File: config.mk
export PLATFORM = sky130hd
export DESIGN_NAME = chunk_reassembly_tracker_flat
export DESIGN_NICKNAME = d
export VERILOG_FILES = /design/src/rtl/crt_pkg.sv /design/src/rtl/crt_in_if.sv /design/src/rtl/crt_out_if.sv /design/src/rtl/chunk_reassembly_tracker.sv /design/src/flat_wrapper.sv
export SDC_FILE = /design/constraint.sdc
export NUM_CORES = 1
export LEC_CHECK = 0
export ABC_AREA = 1
export BUFFER_PORTS_ARGS = -buffer_cell sky130_fd_sc_hd__buf_2
export CORE_ASPECT_RATIO = 2
export CORE_MARGIN = 5
export CORE_UTILIZATION = 34
export DETAILED_ROUTE_END_ITERATION = 7
export PLACE_DENSITY_LB_ADDON = 0.15
export RECOVER_POWER = 50
export SETUP_SLACK_MARGIN = 0.3
export SYNTH_ARGS = -nofsm -noshare
export SYNTH_HDL_FRONTEND = slang
export SYNTH_SLANG_ARGS = --single-unit
File: constraint.sdc
create_clock -name clk -period 6.8 [get_ports clk]
set_input_delay 1.36 -clock clk [delete_from_list [all_inputs] [get_ports clk]]
set_output_delay 1.36 -clock clk [all_outputs]
set_load 0.02 [all_outputs]
File: src/rtl/crt_pkg.sv
// shared types and constants of the chunk reassembly tracker
`default_nettype none
package crt_pkg;

	// bytes of chunk header counted in packet_size
	localparam logic [15:0] HDR_BYTES = 16'd12;

	// assembly slots, sized to the two-bit slot field of the result
	localparam int SLOTS = 4;

	// func codes
	localparam logic FUNC_CHUNK   = 1'b0;
	localparam logic FUNC_CONSUME = 1'b1;

	// register index as decoded from paddr[2]
	localparam logic REG_STALE_WINDOW = 1'b0;

	localparam logic [1:0] STALE_WINDOW_RESET = 2'd3;

	typedef enum logic [2:0] {
		V_SHORT     = 3'd0,
		V_STALE     = 3'd1,
		V_BAD_INDEX = 3'd2,
		V_DUPLICATE = 3'd3,
		V_STORED    = 3'd4,
		V_COMPLETE  = 3'd5,
		V_CONSUMED  = 3'd6
	} verdict_t;

	typedef enum logic [3:0] {
		S_IDLE,
		S_CHECK,
		S_EVICT,
		S_FIND,
		S_INDEX,
		S_DUP,
		S_ALLOC,
		S_OLDEST,
		S_REPLACE,
		S_STORE,
		S_FREE,
		S_DONE
	} state_t;

endpackage
`default_nettype wire

File: src/rtl/crt_in_if.sv
// chunk header channel: valid/ready handshake with the header fields
`default_nettype none
interface crt_in_if;
	logic        valid;
	logic        ready;
	logic        func;
	logic [31:0] frame_num;
	logic [15:0] chunk_index;
	logic [15:0] chunk_total;
	logic [31:0] claimed_len;
	logic [15:0] packet_size;

	modport source (
		output valid, func, frame_num, chunk_index, chunk_total, claimed_len, packet_size,
		input  ready
	);
	modport sink (
		input  valid, func, frame_num, chunk_index, chunk_total, claimed_len, packet_size,
		output ready
	);
endinterface
`default_nettype wire

File: src/rtl/crt_out_if.sv
// result channel: valid/ready handshake with the verdict fields
`default_nettype none
interface crt_out_if;
	logic        valid;
	logic        ready;
	logic [2:0]  verdict;
	logic [1:0]  slot;
	logic [15:0] stored_length;
	logic        frame_done;
	logic        display_updated;
	logic        pending_valid;
	logic [31:0] pending_num;

	modport source (
		output valid, verdict, slot, stored_length, frame_done, display_updated,
		       pending_valid, pending_num,
		input  ready
	);
	modport sink (
		input  valid, verdict, slot, stored_length, frame_done, display_updated,
		       pending_valid, pending_num,
		output ready
	);
endinterface
`default_nettype wire

File: src/rtl/chunk_reassembly_tracker.sv
// chunk reassembly tracker: slot bookkeeping, sequencer and apb register port
`default_nettype none
// Follows frames that arrive as numbered chunks. Each chunk header on the
// chunk channel gets one item on the result channel: short, stale, bad index,
// duplicate, stored, or stored and completed; a consume request (func = 1)
// clears the pending display flag and answers consumed. Chunk payload itself
// lives outside, addressed by the returned slot and the chunk index. A small
// sequencer walks the SLOTS assembly slots one per cycle through a single
// shared 32-bit subtract/compare unit: eviction of slots lagging a newer frame
// id, lookup of the frame's slot, the oldest-slot search when all slots are
// busy, and release of older slots once a frame completes. The chunk bitmaps
// sit in a SLOTS x MAX_CHUNKS memory with one registered read port, read in
// the state before the duplicate test. A finished result sits in an output
// register, so the next chunk is taken while the previous result still waits.
// stale_window is written over the apb port at byte address 0 (reset 3); the
// user must write it only while the block is idle, and the block itself does
// not enforce this.
module chunk_reassembly_tracker #(
	parameter int MAX_CHUNKS = 64
) (
	input  wire         clk,
	input  wire         arst_n,
	crt_in_if.sink      chunk,
	crt_out_if.source   result,
	input  wire         psel,
	input  wire         penable,
	input  wire         pwrite,
	input  wire  [2:0]  paddr,
	input  wire  [31:0] pwdata,
	output logic [31:0] prdata,
	output logic        pready
);
	import crt_pkg::*;

	localparam int SW  = $clog2(SLOTS);          // slot index bits
	localparam int CIW = $clog2(MAX_CHUNKS);     // chunk index bits
	localparam int TW  = $clog2(MAX_CHUNKS + 1); // chunk count bits

	// control state
	state_t            state_q, state_d;
	logic [SW-1:0]     idx_q;
	logic [SLOTS-1:0]  in_use_q;
	logic [31:0]       newest_q;
	logic              pend_flag_q;
	logic [31:0]       pend_id_q;
	logic [1:0]        win_q;
	logic              out_valid_q;

	// captured item
	logic              func_q;
	logic [31:0]       fid_q;
	logic [15:0]       cidx_q;
	logic [15:0]       total_q;
	logic [31:0]       plen_q;
	logic [15:0]       psize_q;

	// slot table (ids and totals written on allocation, receive counts on store)
	logic [31:0]       slot_fid_q   [SLOTS];
	logic [TW-1:0]     slot_total_q [SLOTS];
	logic [TW-1:0]     slot_rcv_q   [SLOTS];

	// chunk bitmap memory, one row per slot
	logic [MAX_CHUNKS-1:0] map_mem [SLOTS];
	logic [MAX_CHUNKS-1:0] map_rd_q;

	// scan results and working values
	logic              found_q;
	logic              free_found_q;
	logic [SW-1:0]     slot_q;
	logic [SW-1:0]     free_q;
	logic [SW-1:0]     old_q;
	logic [31:0]       oldest_q;
	logic              alloc_q;
	logic [15:0]       len_q;

	// result being built and the output register
	verdict_t          res_verdict_q;
	logic              res_done_q;
	logic              res_upd_q;
	verdict_t          out_verdict_q;
	logic [SW-1:0]     out_slot_q;
	logic [15:0]       out_len_q;
	logic              out_done_q;
	logic              out_upd_q;
	logic              out_pend_q;
	logic [31:0]       out_pend_id_q;

	// shared subtract/compare unit
	logic [31:0]       unit_a, unit_b;
	logic [32:0]       unit_diff;
	logic              u_lt, u_eq, u_over;

	logic              accept;
	logic              last;
	logic              out_free;
	logic              cfg_wr;
	logic [15:0]       tot_sel;
	logic              idx_bad;
	logic [15:0]       room;
	logic [TW-1:0]     rcv_new;
	logic              cmp_done;
	logic [MAX_CHUNKS-1:0] row_new;
	logic [SW-1:0]     alloc_slot;
	logic              do_alloc;

	assign accept   = chunk.valid && chunk.ready;
	assign last     = (idx_q == SW'(SLOTS - 1));
	assign out_free = !out_valid_q || result.ready;
	assign chunk.ready = (state_q == S_IDLE);

	// apb register port
	assign pready = 1'b1;
	assign cfg_wr = psel && penable && pwrite && (paddr[2] == REG_STALE_WINDOW);
	assign prdata = (paddr[2] == REG_STALE_WINDOW) ? {30'd0, win_q} : 32'd0;

	// operand selection for the shared unit, one comparison per cycle
	always_comb begin
		unit_a = newest_q;
		unit_b = fid_q;
		case (state_q)
			S_CHECK: begin
				unit_a = newest_q;
				unit_b = fid_q;
			end
			S_EVICT: begin
				unit_a = newest_q;
				unit_b = slot_fid_q[idx_q];
			end
			S_FIND, S_FREE: begin
				unit_a = slot_fid_q[idx_q];
				unit_b = fid_q;
			end
			S_OLDEST: begin
				unit_a = slot_fid_q[idx_q];
				unit_b = oldest_q;
			end
			S_REPLACE: begin
				unit_a = oldest_q;
				unit_b = fid_q;
			end
			S_STORE: begin
				unit_a = pend_id_q;
				unit_b = fid_q;
			end
			default: begin
				unit_a = newest_q;
				unit_b = fid_q;
			end
		endcase
	end

	assign unit_diff = {1'b0, unit_a} - {1'b0, unit_b};
	assign u_lt      = unit_diff[32];
	assign u_eq      = (unit_diff[31:0] == 32'd0);
	assign u_over    = (unit_diff[31:0] > {30'd0, win_q});

	// index check against the frame's total (stored one wins over the header)
	assign tot_sel = found_q ? 16'(slot_total_q[slot_q]) : total_q;
	assign idx_bad = (tot_sel > 16'(MAX_CHUNKS)) || (cidx_q >= tot_sel)
	               || (cidx_q >= 16'(MAX_CHUNKS));
	assign room    = psize_q - HDR_BYTES;

	// store step
	assign rcv_new  = alloc_q ? TW'(1) : slot_rcv_q[slot_q] + TW'(1);
	assign cmp_done = (rcv_new == slot_total_q[slot_q]);
	assign row_new  = (alloc_q ? '0 : map_rd_q) | (MAX_CHUNKS'(1) << cidx_q[CIW-1:0]);

	// allocation of a free slot or of the replaced oldest one
	assign alloc_slot = (state_q == S_ALLOC) ? free_q : old_q;
	assign do_alloc   = ((state_q == S_ALLOC) && free_found_q)
	                 || ((state_q == S_REPLACE) && u_lt);

	// next state
	always_comb begin
		state_d = state_q;
		case (state_q)
			S_IDLE: begin
				if (accept) state_d = S_CHECK;
			end
			S_CHECK: begin
				if (func_q == FUNC_CONSUME)  state_d = S_DONE;
				else if (psize_q < HDR_BYTES) state_d = S_DONE;
				else if (u_lt)               state_d = S_EVICT;
				else if (u_over)             state_d = S_DONE;
				else                         state_d = S_FIND;
			end
			S_EVICT: begin
				if (last) state_d = S_FIND;
			end
			S_FIND: begin
				if (last) state_d = S_INDEX;
			end
			S_INDEX: begin
				if (idx_bad)      state_d = S_DONE;
				else if (found_q) state_d = S_DUP;
				else              state_d = S_ALLOC;
			end
			S_DUP: begin
				state_d = map_rd_q[cidx_q[CIW-1:0]] ? S_DONE : S_STORE;
			end
			S_ALLOC: begin
				state_d = free_found_q ? S_STORE : S_OLDEST;
			end
			S_OLDEST: begin
				if (last) state_d = S_REPLACE;
			end
			S_REPLACE: begin
				state_d = u_lt ? S_STORE : S_DONE;
			end
			S_STORE: begin
				state_d = cmp_done ? S_FREE : S_DONE;
			end
			S_FREE: begin
				if (last) state_d = S_DONE;
			end
			S_DONE: begin
				if (out_free) state_d = S_IDLE;
			end
			default: state_d = S_IDLE;
		endcase
	end

	always_ff @(posedge clk or negedge arst_n) begin
		if (!arst_n) begin
			state_q <= S_IDLE;
		end else begin
			state_q <= state_d;
		end
	end

	// control registers: slot occupancy, newest id, pending display, config
	always_ff @(posedge clk or negedge arst_n) begin
		if (!arst_n) begin
			idx_q       <= '0;
			in_use_q    <= '0;
			newest_q    <= 32'd0;
			pend_flag_q <= 1'b0;
			pend_id_q   <= 32'd0;
			win_q       <= STALE_WINDOW_RESET;
			out_valid_q <= 1'b0;
		end else begin
			if (cfg_wr) win_q <= pwdata[1:0];
			// output register filled by the done step, emptied when taken
			if (state_q == S_DONE && out_free) out_valid_q <= 1'b1;
			else if (result.ready) out_valid_q <= 1'b0;
			case (state_q)
				S_CHECK: begin
					idx_q <= '0;
					if (func_q == FUNC_CONSUME) begin
						pend_flag_q <= 1'b0;
					end else if (psize_q >= HDR_BYTES && u_lt) begin
						newest_q <= fid_q;
					end
				end
				S_EVICT: begin
					// slot lags the new newest id by more than the window
					if (in_use_q[idx_q] && u_over) in_use_q[idx_q] <= 1'b0;
					idx_q <= last ? '0 : idx_q + SW'(1);
				end
				S_FIND, S_OLDEST: begin
					idx_q <= last ? '0 : idx_q + SW'(1);
				end
				S_ALLOC, S_REPLACE: begin
					idx_q <= '0;
					if (do_alloc) in_use_q[alloc_slot] <= 1'b1;
				end
				S_STORE: begin
					idx_q <= '0;
					// newest completed frame wins the display
					if (cmp_done && (!pend_flag_q || u_lt)) begin
						pend_flag_q <= 1'b1;
						pend_id_q   <= fid_q;
					end
				end
				S_FREE: begin
					// release this frame and every older one
					if (in_use_q[idx_q] && (u_lt || u_eq)) in_use_q[idx_q] <= 1'b0;
					idx_q <= last ? '0 : idx_q + SW'(1);
				end
				default: begin
				end
			endcase
		end
	end

	// datapath registers
	always_ff @(posedge clk) begin
		case (state_q)
			S_IDLE: begin
				if (accept) begin
					func_q  <= chunk.func;
					fid_q   <= chunk.frame_num;
					cidx_q  <= chunk.chunk_index;
					total_q <= chunk.chunk_total;
					plen_q  <= chunk.claimed_len;
					psize_q <= chunk.packet_size;
				end
			end
			S_CHECK: begin
				res_done_q   <= 1'b0;
				res_upd_q    <= 1'b0;
				slot_q       <= '0;
				len_q        <= 16'd0;
				found_q      <= 1'b0;
				free_found_q <= 1'b0;
				if (func_q == FUNC_CONSUME)   res_verdict_q <= V_CONSUMED;
				else if (psize_q < HDR_BYTES) res_verdict_q <= V_SHORT;
				else                          res_verdict_q <= V_STALE;
			end
			S_FIND: begin
				if (in_use_q[idx_q] && u_eq && !found_q) begin
					found_q <= 1'b1;
					slot_q  <= idx_q;
				end
				if (!in_use_q[idx_q] && !free_found_q) begin
					free_found_q <= 1'b1;
					free_q       <= idx_q;
				end
			end
			S_INDEX: begin
				if (idx_bad) res_verdict_q <= V_BAD_INDEX;
				// clamp the claimed length to what was received
				len_q <= ((|plen_q[31:16]) || (plen_q[15:0] > room)) ? room : plen_q[15:0];
			end
			S_DUP: begin
				alloc_q <= 1'b0;
				if (map_rd_q[cidx_q[CIW-1:0]]) res_verdict_q <= V_DUPLICATE;
			end
			S_OLDEST: begin
				if (idx_q == '0 || u_lt) begin
					old_q    <= idx_q;
					oldest_q <= slot_fid_q[idx_q];
				end
			end
			S_STORE: begin
				slot_rcv_q[slot_q] <= rcv_new;
				if (cmp_done) begin
					res_verdict_q <= V_COMPLETE;
					res_done_q    <= 1'b1;
					res_upd_q     <= !pend_flag_q || u_lt;
				end else begin
					res_verdict_q <= V_STORED;
				end
			end
			S_DONE: begin
				if (out_free) begin
					out_verdict_q <= res_verdict_q;
					out_slot_q    <= (res_verdict_q == V_STORED || res_verdict_q == V_COMPLETE)
					                 ? slot_q : '0;
					out_len_q     <= (res_verdict_q == V_STORED || res_verdict_q == V_COMPLETE)
					                 ? len_q : 16'd0;
					out_done_q    <= res_done_q;
					out_upd_q     <= res_upd_q;
					out_pend_q    <= pend_flag_q;
					out_pend_id_q <= pend_id_q;
				end
			end
			default: begin
			end
		endcase
		if (do_alloc) begin
			slot_q                   <= alloc_slot;
			alloc_q                  <= 1'b1;
			slot_fid_q[alloc_slot]   <= fid_q;
			slot_total_q[alloc_slot] <= TW'(total_q);
		end
	end

	// bitmap memory: registered read at the current slot, write on store
	always_ff @(posedge clk) begin
		map_rd_q <= map_mem[slot_q];
		if (state_q == S_STORE) map_mem[slot_q] <= row_new;
	end

	assign result.valid            = out_valid_q;
	assign result.verdict          = out_verdict_q;
	assign result.slot             = 2'(out_slot_q);
	assign result.stored_length    = out_len_q;
	assign result.frame_done       = out_done_q;
	assign result.display_updated  = out_upd_q;
	assign result.pending_valid    = out_pend_q;
	assign result.pending_num      = out_pend_id_q;

`ifndef NO_ASSERTIONS
	// a consume request always leaves the pending flag clear
	a_consume_clears: assert property (@(posedge clk) disable iff (!arst_n)
		(state_q == S_CHECK && func_q == FUNC_CONSUME) |=> !pend_flag_q)
		else $error("pending flag survived a consume");

	// frame_done goes with the completed verdict and nothing else
	a_done_verdict: assert property (@(posedge clk) disable iff (!arst_n)
		result.valid |-> (result.frame_done == (result.verdict == V_COMPLETE)))
		else $error("frame_done disagrees with verdict");

	// a display update means a frame is now pending
	a_update_pending: assert property (@(posedge clk) disable iff (!arst_n)
		(result.valid && result.display_updated) |-> result.pending_valid)
		else $error("display update without a pending frame");

	// rejected items carry no slot and no length
	a_reject_clean: assert property (@(posedge clk) disable iff (!arst_n)
		(result.valid && result.verdict != V_STORED && result.verdict != V_COMPLETE)
		|-> (result.slot == 2'd0 && result.stored_length == 16'd0))
		else $error("rejected item carries slot or length");

	// a completing chunk releases its own slot during the release walk
	a_free_own: assert property (@(posedge clk) disable iff (!arst_n)
		(state_q == S_FREE && last) |=> !in_use_q[slot_q])
		else $error("completed slot still in use");
`endif

endmodule
`default_nettype wire

File: src/flat_wrapper.sv
// flat-port wrapper written by rule: the top's interface ports become plain ports
module chunk_reassembly_tracker_flat import crt_pkg::*;
#(
	parameter int MAX_CHUNKS = 64
)
  (clk, arst_n, psel, penable, pwrite, paddr, pwdata, prdata, pready, chunk_valid, chunk_func, chunk_frame_num, chunk_chunk_index, chunk_chunk_total, chunk_claimed_len, chunk_packet_size, chunk_ready, result_valid, result_verdict, result_slot, result_stored_length, result_frame_done, result_display_updated, result_pending_valid, result_pending_num, result_ready);
  crt_in_if chunk_i ();
  crt_out_if result_i ();
  input  wire clk;
  input  wire arst_n;
  input  wire psel;
  input  wire penable;
  input  wire pwrite;
  input  wire  [2:0] paddr;
  input  wire  [31:0] pwdata;
  output logic [31:0] prdata;
  output logic pready;
  input wire logic [$bits(chunk_i.valid)-1:0] chunk_valid;
  input wire logic [$bits(chunk_i.func)-1:0] chunk_func;
  input wire logic [$bits(chunk_i.frame_num)-1:0] chunk_frame_num;
  input wire logic [$bits(chunk_i.chunk_index)-1:0] chunk_chunk_index;
  input wire logic [$bits(chunk_i.chunk_total)-1:0] chunk_chunk_total;
  input wire logic [$bits(chunk_i.claimed_len)-1:0] chunk_claimed_len;
  input wire logic [$bits(chunk_i.packet_size)-1:0] chunk_packet_size;
  output wire logic [$bits(chunk_i.ready)-1:0] chunk_ready;
  output wire logic [$bits(result_i.valid)-1:0] result_valid;
  output wire logic [$bits(result_i.verdict)-1:0] result_verdict;
  output wire logic [$bits(result_i.slot)-1:0] result_slot;
  output wire logic [$bits(result_i.stored_length)-1:0] result_stored_length;
  output wire logic [$bits(result_i.frame_done)-1:0] result_frame_done;
  output wire logic [$bits(result_i.display_updated)-1:0] result_display_updated;
  output wire logic [$bits(result_i.pending_valid)-1:0] result_pending_valid;
  output wire logic [$bits(result_i.pending_num)-1:0] result_pending_num;
  input wire logic [$bits(result_i.ready)-1:0] result_ready;
  assign chunk_i.valid = chunk_valid;
  assign chunk_i.func = chunk_func;
  assign chunk_i.frame_num = chunk_frame_num;
  assign chunk_i.chunk_index = chunk_chunk_index;
  assign chunk_i.chunk_total = chunk_chunk_total;
  assign chunk_i.claimed_len = chunk_claimed_len;
  assign chunk_i.packet_size = chunk_packet_size;
  assign chunk_ready = chunk_i.ready;
  assign result_valid = result_i.valid;
  assign result_verdict = result_i.verdict;
  assign result_slot = result_i.slot;
  assign result_stored_length = result_i.stored_length;
  assign result_frame_done = result_i.frame_done;
  assign result_display_updated = result_i.display_updated;
  assign result_pending_valid = result_i.pending_valid;
  assign result_pending_num = result_i.pending_num;
  assign result_i.ready = result_ready;
  chunk_reassembly_tracker #(.MAX_CHUNKS(MAX_CHUNKS)) u_core (.clk(clk), .arst_n(arst_n), .chunk(chunk_i), .result(result_i), .psel(psel), .penable(penable), .pwrite(pwrite), .paddr(paddr), .pwdata(pwdata), .prdata(prdata), .pready(pready));
endmodule
; Yosys cells after proc, flatten, opt, wreduce, memory -nomap -nowiden
; Memories as Yosys holds them, arrays and structs flattened. A register that Yosys moved wholly into a read port is not among the register bits.
; Index checks and enable logic that the tools add are counted.
[totals]
regBits = 309
output_inout_bits = 91
ram_bits = 440
word_cells = 219
memories = 4
in_bits = 155
[classes]
n_mux = 68
n_reduce_logical = 60
shifts = 1
add_sub_neg = 4
n_lt_le_gt_ge = 12
bitwise = 6
eq_ne = 32
[mem_list]
columns = memory, words, word_bits, read_ports, rd_clocked_by_memory_dff, write_ports, line
row1 = u_core.map_mem, 4, 64, 1, 1, 1, chunk_reassembly_tracker.sv:63  ; logic [MAX_CHUNKS-1:0] map_mem [SLOTS];
row2 = u_core.slot_fid_q, 4, 32, 1, 0, 1, chunk_reassembly_tracker.sv:58  ; logic [31:0] slot_fid_q [SLOTS];
row3 = u_core.slot_rcv_q, 4, 7, 1, 1, 1, chunk_reassembly_tracker.sv:60  ; logic [TW-1:0] slot_rcv_q [SLOTS];
row4 = u_core.slot_total_q, 4, 7, 1, 1, 1, chunk_reassembly_tracker.sv:59  ; logic [TW-1:0] slot_total_q [SLOTS];
[ops]
columns = op, count
row1 = case mux 32 bit (3 select lines), 1
row2 = two-way mux 64 bit, 1
row3 = bitwise OR 64 bit, 1
row4 = case mux 32 bit (2 select lines), 1
row5 = left shift 1 x 6 -> 64 bit (first input constant), 1
row6 = two-way mux 4 bit, 15
row7 = case mux 4 bit (12 select lines), 1
row8 = subtractor 32 x 32 -> 33 bit, 1
row9 = greater-than comparator 32 x 2 -> 1 bit, 1
row10 = logical NOT 32 bit, 1
row11 = two-way mux 16 bit, 2
row12 = case mux 16 bit (2 select lines), 1
row13 = inequality test 2 x 1 -> 1 bit (second input constant), 15
row14 = two-way mux 2 bit, 10
row15 = two-way mux 1 bit, 19
row16 = AND reduction 2 bit, 9
row17 = equality test 4 x 3 -> 1 bit (second input constant), 4
row18 = equality test 4 bit (second input constant), 4
row19 = >= comparator 16 bit, 1
row20 = >= comparator 16 x 4 -> 1 bit (second input constant), 1
row21 = >= comparator 16 x 7 -> 1 bit (second input constant), 1
row22 = greater-than comparator 16 bit, 1
row23 = greater-than comparator 16 x 7 -> 1 bit (second input constant), 1
row24 = logical AND 1 bit, 16
row25 = other kinds (41), 74

; Longest topological paths before layout
; Gate-level depths: netlist of run 1.
[depth]
ltp_word = 11
ltp_mapped = 33
mapped_depth_nobuf = 32

; Least setup slack after synthesis of run 1
; Ideal clock, no wire load.
[synth_path]
kind = input -> register
from = in chunk_valid
to = reg u_core.cidx_q[0], enable pin
arrival_ns = 6.058
path_buffers = 0
required_time_ns = 6.214
stages = 2
slack_ns = 0.156
cell_sequence = inv_1 nor2_1
[synth_via]
elab_chain_cells = 2
[synth_lines]
columns = element, line
row1 = from (decl), flat_wrapper.sv:18  ; input wire logic [$bits(chunk_i.valid)-1:0] chunk_valid;
row2 = logical AND 1 bit, chunk_reassembly_tracker.sv:106  ; assign accept = chunk.valid && chunk.ready;
row3 = AND reduction 2 bit (no line), n/a
row4 = to (signal assigned), chunk_reassembly_tracker.sv:293  ; cidx_q <= chunk.chunk_index;
row5 = to (decl), chunk_reassembly_tracker.sv:52  ; logic [15:0] cidx_q;
; Every way passes these cells.
; A chain may end at the register's enable or synchronous reset.

; Worst setup path after layout of run 1
[layout_path]
from = reg u_core.state_q[2]
to = reg u_core.in_use_q[0]
[layout_via]
elab_chain_cells = 9
elab_cells_between_ends = 34
classes_between = add/sub: 1 / order compare: 3 / eq/ne: 10 / mux: 7 / bitwise: 1 / reduce/logical: 12
[layout_lines]
columns = element, line
row1 = from (decl), chunk_reassembly_tracker.sv:40  ; state_t state_q, state_d;
row2 = from (signal assigned), chunk_reassembly_tracker.sv:227  ; state_q <= state_d;
row3 = "parallel branches: the longest is 9 deep, another holds subtractor 32 x 32 -> 33 bit", n/a
row4 = to (signal assigned), chunk_reassembly_tracker.sv:235  ; in_use_q <= '0;
row5 = "to (signal, indexed assignment)", chunk_reassembly_tracker.sv:265  ; if (do_alloc) in_use_q[alloc_slot] <= 1'b1;
row6 = to (decl), chunk_reassembly_tracker.sv:42  ; logic [SLOTS-1:0] in_use_q;
; Parallel ways; which one is timed is not known. The select of a mux whose other input is x is not followed.

==> results.json, run 1 <==
{
  "status": "complete, but fails checks",
  "violations": "capacitance limit, slew limit",
  "port_buffers": 182,
  "yosysSeqAreaShare": 0.656,
  "ys_seq_elements": 815,
  "setup_violations": 0,
  "htreeDepth": 3,
  "drive_gt1_frac": 0.101,
  "die_h_um": 468,
  "timing.fmax_mhz": 176,
  "path_common_cell": "nand2_1",
  "routedWlPerCell_um": 21.9,
  "irDropWorstVdd_mv": 0.229,
  "skew_ps": 32.1,
  "cts_buffer_depth": 3,
  "leakage_nw": 15.8,
  "initial_core_util": 0.341,
  "muxShareOfSynthArea": 0,
  "rsz0062_at_grt": "no",
  "syn_to_final_growth_pct": 14.7,
  "regArea_um2": 23400,
  "critPathRequiredTime_ps": 7370,
  "ios": 246,
  "antenna_found_initial": 2,
  "clkLatencyLatePin_ps": 680,
  "slowest_stage": "nor2_1",
  "track_usage": 0.186,
  "hold_buffers": 0,
  "hpwl_um": 74800,
  "ant_nets": 0,
  "drt-pass1-iter-count": 7,
  "post_dp_cell_area_um2": 38500,
  "drtIter0Drc": 1639,
  "synth_top_family_by_area": "simple AND/OR/NAND/NOR gates",
  "cts_tree": "built",
  "synthSimpleGateAreaFrac": 0.157,
  "row_count": 168,
  "critPathTopFamily": "simple AND/OR/NAND/NOR gates",
  "fin_nets": 3702,
  "grt_max_degree": 97,
  "timing.max_cap.violations": 13,
  "holdCritPathClass": "flop to flop",
  "multi_input_area_um2": 10300,
  "rrSetupSlack_ps": 1110,
  "gr-total-overflow": 0,
  "cp.buffers_inverters": 2,
  "pre_cts_ws_ps": 1380,
  "clkTransAtPathRegs_ps": 70,
  "cts_root_buf": "clkbuf_16",
  "path_cells": "nor2_1, inv_1, nor2_1, buf_4, nand2_1, o2111ai_1, ha_1, nand2_1, nor2_1, nand3_1, nand3_1, nand3_1, nand3_1, nand2_1, nor2_1, nand2_1, nor2_1, nand3_1, nand2_1, nand2_1, nand2_1, nand2_1, nand2_1, nand2_1",
  "slew_violations": 472,
  "post_cts_resized": 0,
  "setup-tns-final_ps": 0,
  "fin_crit_ps": 5690,
  "critPathKind": "flop to flop",
  "die_width_um": 239,
  "synthFlopType": "edfxtp_1",
  "fillers": 10272,
  "worst_pin_slew_ps": 3280,
  "vias": 24802,
  "syn_area_um2": 35700,
  "synth_fa_ha_area_frac": 0.0258,
  "cts_setup_buffers": 0,
  "postSynthCellCount": 3273,
  "grt_pass1_wl_um": 157000,
  "cp_max_fo": 11,
  "wirelength_um": 107000,
  "cts_made_buffers": 79,
  "gp_congestion": 0.975,
  "synth_xor_area_frac": 0.00536,
  "layout.cells.most_common": "nand2_1",
  "avgSynthCellArea_um2": 10.9,
  "post-route-drc-count": 0,
  "crit_arrival_ps": 6260,
  "utilization": 0.391,
  "grt_pass1_vias": 25205,
  "min_period_over_period": 0.836,
  "crit_path_end_kind": "flop",
  "cpPeakStageDelay_ps": 1310,
  "synth_compound_area_frac": 0.0949,
  "final_cell_area_um2": 41000,
  "yosys_warnings": 0,
  "core_area_um2": 105000,
  "clock-sinks": 815,
  "critPathLaunchType": "flop",
  "vias_per_cell": 5.06,
  "hold_viol_final": 0,
  "relSlewSlack": -1.19,
  "die-area_um2": 112000,
  "mostFrequentLayoutCells": "nand2_1, edfxtp_1, inv_1",
  "ys_types": 60,
  "ys_async_sr_fraction": 0.0957,
  "hold_ws_ps": 397,
  "power_per_cell_area_nw_per_um2": 506,
  "synth_edf_count": 670,
  "setup_ws_ps": 1110
}
[registers in the layout, indices dropped and copies added, names as in the netlist, 3 cells and up, named ones only]
name / cells
u_core.result.verdict: 3
u_core.map_rd_q: 64
u_core.res_verdict_q: 3
u_core.psize_q: 16
u_core.slot_rcv_q: 28
u_core.len_q: 16
u_core.pend_id_q: 32
u_core.total_q: 16
u_core.result.stored_length: 16
u_core.slot_fid_q: 128
u_core.oldest_q: 32
u_core.fid_q: 32
u_core.state_q: 4
u_core.slot_total_q: 28
u_core.cidx_q: 16
u_core.plen_q: 32
u_core.in_use_q: 4
u_core.newest_q: 32
u_core.result.pending_num: 32
u_core.map_mem: 256
[layout make-up]
type / instances / area share
Antenna cell: 1 / 0.0000611
Clock buffer: 102 / 0.0519
Timing Repair Buffer: 266 / 0.0392
Multi-Input combinational cell: 1964 / 0.252
Clock inverter: 45 / 0.0116
Tap cell: 1360 / 0.0415
Inverter: 348 / 0.0320
Sequential cell: 815 / 0.572
[cell usage after synthesis (9+ instances only)]
library cell,instances,area (um2)
nand3_1,298,1490
xor2_1,9,78.8
a32o_1,24,240
buf_4,32,240
nand2_1,685,2570
edfxtp_1,670,20100
o22ai_1,57,357
dfxtp_1,67,1340
clkbuf_1,115,432
ha_1,72,901
buf_6,11,124
dfrtp_1,76,1900
xnor2_1,11,96.3
a21oi_1,89,445
nand4_1,36,225
o21ai_1,10,50.1
o21ai_2,23,201
inv_1,338,1270
nor3_1,47,235
a221oi_1,35,307
nor2_1,224,841
a22oi_1,77,578
buf_1,14,52.6
o21ai_0,138,691
a41oi_1,20,175
[power breakdown]
part | internal, mW | switching [mW]
clock network | 2.51 | 1.99
registers | 6.66 | 0.513
logic | 2.67 | 6.38
[final timing paths]
kind	end	start	depth (start not counted)
min	u_core.result.frame_done$_DFFE_PP_	u_core.res_done_q$_DFFE_PP_	0
max in group asynchronous	u_core.idx_q[0]$_DFFE_PN0P_	arst_n	2
min reg2reg	u_core.result.frame_done$_DFFE_PP_	u_core.res_done_q$_DFFE_PP_	0
max reg2reg	u_core.in_use_q[0]$_DFFE_PN0P_	u_core.state_q[2]$_DFFE_PN0P_	24
max	u_core.in_use_q[0]$_DFFE_PN0P_	u_core.state_q[2]$_DFFE_PN0P_	24
min in group asynchronous	u_core.newest_q[14]$_DFFE_PN0P_	arst_n	1
[metrics by stage]
stage	power (mW)	instances
2_1_floorplan	13.0	3302
3_3_place_gp	16.3	4753
6_report	20.7	4901
4_1_cts	21.0	4900
3_5_place_dp	16.4	4753
5_1_grt	22.1	4901
[logic make-up after synthesis]
family	after synthesis
AND/OR/NAND/NOR	1325
flip-flops	815
buffers and inverters	523
AO/OA/AOI/OAI	514
adder cells (fa/ha/maj)	73
XOR/XNOR	21
other	2
[layer usage]
| layer | global-route usage | vias to the layer above | share of wire |
|---|---|---|---|
| met1 | 0.190 | 12123 | 0.35 |
| met5 | 0 | - | 0 |
| met4 | 0.0942 | 0 | 0.054 |
| met3 | 0.0244 | 223 | 0.039 |
| met2 | 0.365 | 587 | 0.56 |
| li1 | - | 11869 | - |
(Power assumes the default switching activity.)
==> run 2: changes to the inputs <==
--- a/config.mk
+++ b/config.mk
@@ -5,7 +5,7 @@
 export SDC_FILE = /design/constraint.sdc
 export NUM_CORES = 1
 export LEC_CHECK = 0
-export ABC_AREA = 1
+export ABC_AREA = 0
 export BUFFER_PORTS_ARGS = -buffer_cell sky130_fd_sc_hd__buf_2
 export CORE_ASPECT_RATIO = 2
 export CORE_MARGIN = 5
==> constraint.sdc (replaced) <==
create_clock -name clk -period 5.5 [get_ports clk]
set_input_delay 1.1 -clock clk [delete_from_list [all_inputs] [get_ports clk]]
set_output_delay 1.1 -clock clk [all_outputs]
set_load 0.02 [all_outputs]
==> run 2 against run 1 <==
  * The run still ends with capacitance limit, slew limit left
  * Synthesized cell count is 34% lower
  * Final area is 1.8% lower
  * Synthesized area is 3.8% lower
  * Clock skew is 3.6 ps higher
  * First-iteration DRC count is 2.4% lower
  * Sequential share of layout area is 1.1 points higher
  * Non-clock buffer count is 34 higher
  * Sequential cell count stayed put
  * Fmax is 11% higher
  * Critical path type unchanged
==> results.json, run 2 <==
{
  "gr-total-overflow": 0,
  "critPathKind": "flop to flop",
  "hold_depth": 0,
  "clockPowerShare": 0.224,
  "hold_buffers": 0,
  "fin_nets": 2667,
  "status": "complete, but fails checks",
  "htreeDepth": 3,
  "rsz0062_at_grt": "no",
  "slew_violations": 144,
  "netlist.top_cell.by_area": "edfxtp_1",
  "cts_tree": "built",
  "switching_share": 0.385,
  "layout.cells.most_common": "edfxtp_1",
  "skew_ps": 35.7,
  "regMostFlops": "u_core.map_mem",
  "crit_path_end_kind": "flop",
  "use_met3": 0.0255,
  "vias_per_cell": 5.26,
  "gp_congestion": 1.01,
  "clock-sinks": 815,
  "grt_use_met1": 0.197,
  "drt-pass1-iter-count": 6,
  "clkTransAtPathRegs_ps": 70,
  "grt_pass1_vias": 21595,
  "yosysMostFrequentCell": "edfxtp_1",
  "leakage_nw": 14.3,
  "worstSetupStartpoint": "u_core.idx_q[1]$_DFFE_PN0P_",
  "min_period_over_period": 0.929,
  "timing.max_cap.violations": 5,
  "power_frac_seq": 0.337,
  "row_count": 165,
  "avgSynthCellArea_um2": 15.9,
  "syn_to_final_growth_pct": 17.0,
  "cts_root_buf": "clkbuf_16",
  "postSynthCellCount": 2168,
  "grt_pass1_wl_um": 144000,
  "violations": "capacitance limit, slew limit",
  "wirelength_um": 98800,
  "ys_types": 87,
  "grt_use_met2": 0.339,
  "die_width_um": 235,
  "largest_reg_flops": 256,
  "cp_max_fo": 23,
  "hold_viol_final": 0,
  "synth_edf_count": 670,
  "timing.fmax_mhz": 196,
  "yosys_warnings": 0,
  "routedWlPerCell_um": 25.7,
  "yosysSeqAreaShare": 0.681,
  "clkLatencyLatePin_ps": 680,
  "yosys-top-cells-area": "edfxtp_1, mux4_2, dfrtp_1, dfxtp_1, ha_1",
  "mostFrequentLayoutCells": "edfxtp_1, buf_2, mux4_2",
  "syn_area_um2": 34400,
  "critPathRequiredTime_ps": 6040,
  "ys_seq_elements": 815,
  "irDropWorstVdd_mv": 0.314,
  "drtIter0Drc": 1600,
  "synthFlopType": "edfxtp_1",
  "rrSetupSlack_ps": 390,
  "initial_core_util": 0.341,
  "utilization": 0.399,
  "top_usage_layer": "met2",
  "die-area_um2": 108000,
  "setup_violations": 0,
  "critPathLaunchType": "flop",
  "drive_gt1_frac": 0.241,
  "die_h_um": 460,
  "relSlewSlack": -1.41,
  "power_per_cell_area_nw_per_um2": 620,
  "antenna_found_initial": 4,
  "cts_made_buffers": 78,
  "port_buffers": 182,
  "crit_arrival_ps": 5650,
  "setup-tns-final_ps": 0,
  "ios": 246,
  "hpwl_um": 67100,
  "fin_crit_ps": 5110,
  "switchingPower_mw": 9.59,
  "core_area_um2": 101000,
  "synth_top_area_frac": 0.585,
  "synthTopCellsByCount": "edfxtp_1, mux4_2, a21oi_1",
  "vias": 20197,
  "p_comb_frac": 0.439,
  "min_to": "u_core.result.frame_done$_DFFE_PP_",
  "post-route-drc-count": 0,
  "ys_async_sr_fraction": 0.0957,
  "cts_buffer_depth": 3,
  "track_usage": 0.179,
  "rr_worst_depth": 18,
  "hp-start": "u_core.res_done_q$_DFFE_PP_",
  "grt_max_degree": 72,
  "rr_startpoint": "u_core.idx_q[1]$_DFFE_PN0P_",
  "holdCritPathClass": "flop to flop",
  "ant_nets": 0,
  "largestRegisters": "u_core.map_mem x256, u_core.slot_fid_q x128, u_core.map_rd_q x64",
  "worst_pin_slew_ps": 3620,
  "p_int_mw": 15.3
}
[run 2: cell types whose count changed after synthesis, moves of 40 or more]
cell / delta
nand3_1: -280
o21ai_0: -101
nand2_1: -595
nor2_1: -124
a22oi_1: -76
mux4_2: +132
inv_1: -248
a21oi_1: +40
clkbuf_1: -42
[run 2: metal layers]
layer  part of all wire  up-vias
met4              0.043        2
met1               0.36    10332
met2               0.55      629
met5            0.00012        -
li1                   -     9031
met3              0.041      203
[run 2: layout make-up]
cell class	instances	area [um2]
inverters	94	353
fillers	9437	60500
multi-input cells	1150	10200
repair buffers	300	1960
flip-flops and latches	815	23400
clock inverters	30	363
well taps	1336	1670
clock buffers	115	2250
diodes	1	2.50
[run 2: per-stage QoR]
stage	area (um2)	setup WS (ps)	power [mW]	hold slack, ps	instances
final	40200	391	24.9	451	3841
after global routing	40200	233	26.1	480	3840
after CTS	40200	303	25.1	459	3834
after detailed placement	37600	136	19.3	431	3689
after global placement	37600	-15.9	19.3	449	3689
after floorplan	34500	262	15.0	400	2197
[run 2: cells by family after synthesis]
kind of cell	Yosys count	share of synthesized area
DFF	815	0.681
AOI/OAI and AO/OA	419	0.0837
adders and majority gates	73	0.0268
other	2	0.000219
xor gates and xnor gates	33	0.00841
buffers and inverters	232	0.0304
muxes	219	0.114
and+or+nand+nor	375	0.0547
[run 2: what timing repair did]
| action | 4_1_cts | 5_1_grt |
|---|---|---|
| resized for setup | 3 | 19 |
| setup endpoints to repair | 38 | 230 |
| cloned | 0 | 0 |
| buffers inserted | 0 | 6 |
| pin swaps | 1 | 11 |
| hold endpoints to repair | 0 | 0 |
[run 2: power groups by stage]
stage / sequential (mW) / clock [mW] / combinational (mW)
floorplan: 8.36 / 0 / 6.61
global placement: 8.52 / 0 / 10.8
detailed placement: 8.54 / 0 / 10.8
global route: 8.49 / 5.98 / 11.7
finish: 8.41 / 5.58 / 10.9
CTS: 8.42 / 5.77 / 10.9
[run 2: worst max path at each step]
stage,cells past startpoint,end
finish,18,flop
global route,18,flop
detailed placement,20,flop
CTS,20,flop
global placement,20,u_core.state_q[3]$_DFFE_PN0P_
floorplan,19,u_core.slot_fid_q[2][0]$_DFFE_PP_
[run 2: critical path: stages, from the launching register on]
cell	delay [ps]
dfrtp_1	450
buf_12	240
buf_4	300
mux4_2	390
a222oi_1	240
a21oi_1	120
ha_1	340
buf_4	190
a21oi_1	330
o211ai_1	190
a21oi_2	280
xnor2_1	110
nor3_1	270
nand4_1	260
nor4_2	400
buf_4	190
and4b_2	250
nor2_1	80
mux2_1	310
